--- src/sv/wnwa_pkg.sv ---
// ----------------------------------------------------------------------------
// wnwa_pkg
// Types and constants shared by the weighted wall normal average block.
// ----------------------------------------------------------------------------
package wnwa_pkg;

    localparam int FRAC_BITS = 14;
    localparam int SUM_W     = 48;
    localparam int PROD_W    = 46;
    localparam int DNUM_W    = 46;
    localparam int DDEN_W    = 31;
    localparam int WGT_W     = 29;
    localparam int MAG_IN_W  = 30;
    localparam int SQ_W      = 60;
    localparam int SS_W      = 62;
    localparam int RT_W      = 64;
    localparam int CNT_W     = 6;

    localparam logic [CNT_W-1:0] WDIV_STEPS = CNT_W'(WGT_W - 1);
    localparam logic [CNT_W-1:0] QDIV_STEPS = CNT_W'(DNUM_W - 1);
    localparam logic [CNT_W-1:0] ROOT_STEPS = CNT_W'(31);

    localparam logic [1:0] COMP_X = 2'd0;
    localparam logic [1:0] COMP_Z = 2'd2;

    typedef enum logic [3:0] {
        S_IDLE,
        S_DISPATCH,
        S_WDIV,
        S_MUL,
        S_ACC,
        S_END,
        S_ABS,
        S_SHIFT,
        S_SQ,
        S_SQACC,
        S_RTINIT,
        S_SQRT,
        S_QLOAD,
        S_QDIV,
        S_QSTORE,
        S_EMIT
    } t_state;

    typedef struct packed {
        logic       load_in;
        logic       div_start_w;
        logic       div_start_q;
        logic       div_step;
        logic       mul;
        logic       acc;
        logic       mag_abs;
        logic       shift_r;
        logic       shift_l;
        logic       sq;
        logic       sqacc;
        logic       rt_init;
        logic       rt_step;
        logic       qstore;
        logic       emit;
        logic [1:0] comp;
    } t_cmd;

    typedef struct packed {
        logic fluid;
        logic wall;
        logic last;
        logic wall_seen;
        logic mag_zero;
        logic mag_hi;
        logic mag_lo;
        logic out_free;
    } t_status;

endpackage

--- src/sv/wnwa_ctrl.sv ---
// ----------------------------------------------------------------------------
// wnwa_ctrl
// Sequencer for link accumulation and unit vector normalization.
// ----------------------------------------------------------------------------
module wnwa_ctrl (
    input  logic              i_clk,
    input  logic              i_rst_n,
    input  logic              i_in_valid,
    output logic              o_in_ready,
    input  wnwa_pkg::t_status i_status,
    output wnwa_pkg::t_cmd    o_cmd
);
    import wnwa_pkg::*;

    t_state           r_state, n_state;
    logic [CNT_W-1:0] r_cnt, n_cnt;
    logic [1:0]       r_comp, n_comp;

    always_ff @(posedge i_clk) begin
        if (!i_rst_n) begin
            r_state <= S_IDLE;
            r_cnt   <= '0;
            r_comp  <= COMP_X;
        end else begin
            r_state <= n_state;
            r_cnt   <= n_cnt;
            r_comp  <= n_comp;
        end
    end

    always_comb begin
        n_state    = r_state;
        n_cnt      = r_cnt;
        n_comp     = r_comp;
        o_cmd      = '0;
        o_cmd.comp = r_comp;
        o_in_ready = 1'b0;
        unique case (r_state)
            S_IDLE: begin
                o_in_ready = i_rst_n;
                if (i_in_valid && i_rst_n) begin
                    o_cmd.load_in = 1'b1;
                    n_state       = S_DISPATCH;
                end
            end
            S_DISPATCH: begin
                if (i_status.fluid && i_status.wall) begin
                    o_cmd.div_start_w = 1'b1;
                    n_cnt             = WDIV_STEPS;
                    n_state           = S_WDIV;
                end else begin
                    n_state = S_END;
                end
            end
            S_WDIV: begin
                o_cmd.div_step = 1'b1;
                n_cnt          = r_cnt - 1'b1;
                if (r_cnt == '0) begin
                    n_comp  = COMP_X;
                    n_state = S_MUL;
                end
            end
            S_MUL: begin
                o_cmd.mul = 1'b1;
                n_state   = S_ACC;
            end
            S_ACC: begin
                o_cmd.acc = 1'b1;
                if (r_comp == COMP_Z) begin
                    n_state = S_END;
                end else begin
                    n_comp  = r_comp + 1'b1;
                    n_state = S_MUL;
                end
            end
            S_END: begin
                if (!i_status.last) begin
                    n_state = S_IDLE;
                end else if (i_status.fluid && i_status.wall_seen) begin
                    n_state = S_ABS;
                end else begin
                    n_state = S_EMIT;
                end
            end
            S_ABS: begin
                o_cmd.mag_abs = 1'b1;
                n_state       = S_SHIFT;
            end
            S_SHIFT: begin
                priority if (i_status.mag_zero) begin
                    n_state = S_EMIT;
                end else if (i_status.mag_hi) begin
                    o_cmd.shift_r = 1'b1;
                end else if (i_status.mag_lo) begin
                    o_cmd.shift_l = 1'b1;
                end else begin
                    n_comp  = COMP_X;
                    n_state = S_SQ;
                end
            end
            S_SQ: begin
                o_cmd.sq = 1'b1;
                n_state  = S_SQACC;
            end
            S_SQACC: begin
                o_cmd.sqacc = 1'b1;
                if (r_comp == COMP_Z) begin
                    n_state = S_RTINIT;
                end else begin
                    n_comp  = r_comp + 1'b1;
                    n_state = S_SQ;
                end
            end
            S_RTINIT: begin
                o_cmd.rt_init = 1'b1;
                n_cnt         = ROOT_STEPS;
                n_state       = S_SQRT;
            end
            S_SQRT: begin
                o_cmd.rt_step = 1'b1;
                n_cnt         = r_cnt - 1'b1;
                if (r_cnt == '0) begin
                    n_comp  = COMP_X;
                    n_state = S_QLOAD;
                end
            end
            S_QLOAD: begin
                o_cmd.div_start_q = 1'b1;
                n_cnt             = QDIV_STEPS;
                n_state           = S_QDIV;
            end
            S_QDIV: begin
                o_cmd.div_step = 1'b1;
                n_cnt          = r_cnt - 1'b1;
                if (r_cnt == '0) begin
                    n_state = S_QSTORE;
                end
            end
            S_QSTORE: begin
                o_cmd.qstore = 1'b1;
                if (r_comp == COMP_Z) begin
                    n_state = S_EMIT;
                end else begin
                    n_comp  = r_comp + 1'b1;
                    n_state = S_QLOAD;
                end
            end
            S_EMIT: begin
                if (i_status.out_free) begin
                    o_cmd.emit = 1'b1;
                    n_state    = S_IDLE;
                end
            end
            default: begin
                n_state = S_IDLE;
            end
        endcase
    end

endmodule

--- config.mk ---
export PLATFORM = sky130hd
export DESIGN_NAME = wnwa_ctrl
export DESIGN_NICKNAME = d
export VERILOG_FILES = /design/src/sv/wnwa_pkg.sv /design/src/sv/wnwa_ctrl.sv
export SDC_FILE = /design/constraint.sdc
export NUM_CORES = 1
export LEC_CHECK = 0
export BUFFER_PORTS_ARGS = -buffer_cell sky130_fd_sc_hd__buf_2
export CAP_MARGIN = 15
export CORE_ASPECT_RATIO = 1.1
export CORE_MARGIN = 10
export CORE_UTILIZATION = 53
export DETAILED_ROUTE_END_ITERATION = 7
export PLACE_DENSITY = 0.8
export SLEW_MARGIN = 20
export SYNTH_ARGS = -nofsm -noshare
export SYNTH_HDL_FRONTEND = slang
export SYNTH_SLANG_ARGS = --single-unit
--- constraint.sdc ---
create_clock -name i_clk -period 2.49 [get_ports i_clk]
set_clock_uncertainty 0.2 [all_clocks]
set_input_delay 0.249 -clock i_clk [delete_from_list [all_inputs] [get_ports i_clk]]
set_output_delay 0.249 -clock i_clk [all_outputs]
set_load 0.01 [all_outputs]
==> out/results.tsv <==
metric	value	unit
status	finished, final reports clean	
fp.dieH	70.32	microns
hold_class	input port to flop	
die_width	65.75	microns
via_per_inst	5.912	
ys.warnings.count	0	
cts_made_buffers	3	
regArea	240.2	sq um
synth_edf_count	0	
synth_area_leaders	dfxtp_1, a21oi_1, nor2_1	
grt_max_degree	20	
n_antenna_cell	0	
synth_nets	176	
syn_to_final_growth	14.77	%
clockRootBuffer	clkbuf_4	
synth_cell_types	54	
multi_input_area	882.1	sq um
grt_usage	14.79	%
synth_top_area_share	19.69	%
firstDrtPassIters	4	
rsz0062_at_grt	false	
rr_startpoint	r_state[2]	
ant_nets	0	
async_flop_share	0	%
crit_end	o_cmd[14]	
cts_tree	built	
syn_avg_cell_area	7.530	sq um
fillerInstances	188	
cts_hold_buf	0	
io_pins	29	
drv_cap	0	
fin_util	62.79	%
totalWireLength	3.395	mm
finalMaxSlewViolations	0	
crit_fanout	19	
setup_viol	0	
dpl_cell_area	0.001364	sq mm
clock_path_buffers	2	
synth_flop_cell	dfxtp_1	
postCtsSetupBuffers	0	
postLayoutCellArea	0.001400	sq mm
insertion_delay	290	ps
drt-initial-drc-count	50	
yosysTopAreaCell	dfxtp_1	
seq_area_frac_synth	19.69	%
cp.arrival	1810	ps
ys_ff_latch	12	
worst_pin_slew	586.6	ps
vdd_ir_drop_max	0.0006687	V
synth_most_common_cell	nor2_1	
grt-ovfl-total	0	
path_clk_slew	90	ps
antenna_found_initial	0	
portBuffers	28	
max_slew_margin	60.84	%
rr_worst_depth	5	
hold_viol	0	
vias	1277	
rows	18	
power_density	995.7	mW/mm^2
crit_type	flop to primary output	
initial_utilization	54.71	%
leakagePower	0.5703	nW
endpoint_kind	primary output	
grt_pass1_vias	1232	
nNetsFinal	201	
cts_resized	0	
setup_tns	0	ps
critPathLaunch	r_state[3]	
htree_levels	1	
fp.dieArea	0.004623	sq mm
wl_per_cell	15.72	microns
cp-start-kind	flop	
finalCriticalPeriod	2262	ps
fmax	0.4420	GHz
drc_errors	0	
syn_inst	162	
critPathRequiredTime	2040	ps
fp.coreArea	0.002230	sq mm
drive_above_1_share	23.66	%
globalplace.congestion	0.9070	
synthTopCellsByCount	nor2_1, nand2_1, a21oi_1, dfxtp_1, nand2b_1	
min_period_over_period	90.86	%
crit-reg2reg-capture	r_state[3]	
hpwl	2.629	mm
syn-cell-area	0.001220	sq mm
grt_pass1_wl	5.644	mm
clock-sinks	12	
regToRegSetupSlack	240	ps
==> report_power, final <==
part	internal, W	total, W	leakage, nW	switching [W]
registers	0.000245	0.000354	0.0977	0.000109
clock network	0.0000892	0.000170	0.0210	0.0000807
logic	0.000364	0.000870	0.452	0.000506
==> layout make-up <==
cell class                 instances  share of cell area (%)
clock buffer                       4                   2.592
inverter                           7                   1.877
multi-input combinational        130                   63.00
sequential                        12                   17.16
tap                               30                   2.681
timing repair buffer              33                   12.69
==> worst max-delay path, cell delays in order, from the launching register on <==
cell	delay, ps
dfxtp_1	600
buf_4	310
nand2b_1	150
nor2_1	260
buf_2	200
==> worst min path at each step <==
| stage | slack (ps) | cells past startpoint | to | from |
|---|---|---|---|---|
| global placement | 260 | 2 | r_comp[0] | r_comp[0] |
| floorplan | 210 | 2 | r_state[2] | i_rst_n |
| CTS | 120 | 3 | r_state[2] | i_rst_n |
| finish | 130 | 3 | r_state[2] | i_rst_n |
| detailed placement | 280 | 2 | r_comp[1] | r_comp[1] |
| global route | 130 | 2 | r_cnt[1] | i_rst_n |
==> sequential cells by signal (all words and copies together), names as in the netlist <==
signal,count
r_cnt,6
r_state,4
r_comp,2
==> cell usage in the layout (no fill, tap or decap), drive strengths merged, types with 2 or more instances in the layout <==
| cell type | n |
|---|---|
| a21boi | 3 |
| o21ai | 8 |
| o22ai | 2 |
| a32oi | 3 |
| nor4 | 4 |
| nor2b | 7 |
| o211ai | 4 |
| inv | 7 |
| o221ai | 3 |
| mux2i | 2 |
| a21oi | 12 |
| or3 | 2 |
| nor3 | 5 |
| or2 | 2 |
| o311ai | 2 |
| ha | 3 |
| xor2 | 2 |
| nor2 | 16 |
| clkbuf | 4 |
| nand3 | 2 |
| and2 | 4 |
| o31a | 3 |
| nand2 | 14 |
| o221a | 2 |
| nand2b | 10 |
| buf | 33 |
| dfxtp | 12 |
==> per-layer routing <==
layer | track usage [%] | wire (microns)
met5 | 0 | 0
met4 | 6.429 | 53
met3 | 4.466 | 250
met2 | 23.33 | 1604
met1 | 17.71 | 1487
==> cell families (layout without fill, tap and decap cells) <==
family	after synthesis	in the layout	share of synthesized area [%]
flip-flops	12	12	19.69
AND/OR/NAND/NOR	73	73	32.62
buffers and inverters	20	44	8.000
XOR/XNOR	2	2	2.975
AO/OA/AOI/OAI	50	50	32.00
adder cells (fa/ha/maj)	3	3	3.077
multiplexers	2	2	1.641
==> metrics by stage <==
stage | instances | hold slack, ps | setup WS [ps] | total power (W)
after floorplan | 162 | 210.6 | 653.0 | 0.001046
after global placement | 212 | 256.7 | 401.3 | 0.001189
after detailed placement | 212 | 277.2 | 274.8 | 0.001214
after CTS | 216 | 124.4 | 236.3 | 0.001384
after global routing | 216 | 135.0 | 94.15 | 0.001503
final | 216 | 126.0 | 227.7 | 0.001394
(Power assumes the default switching activity.)
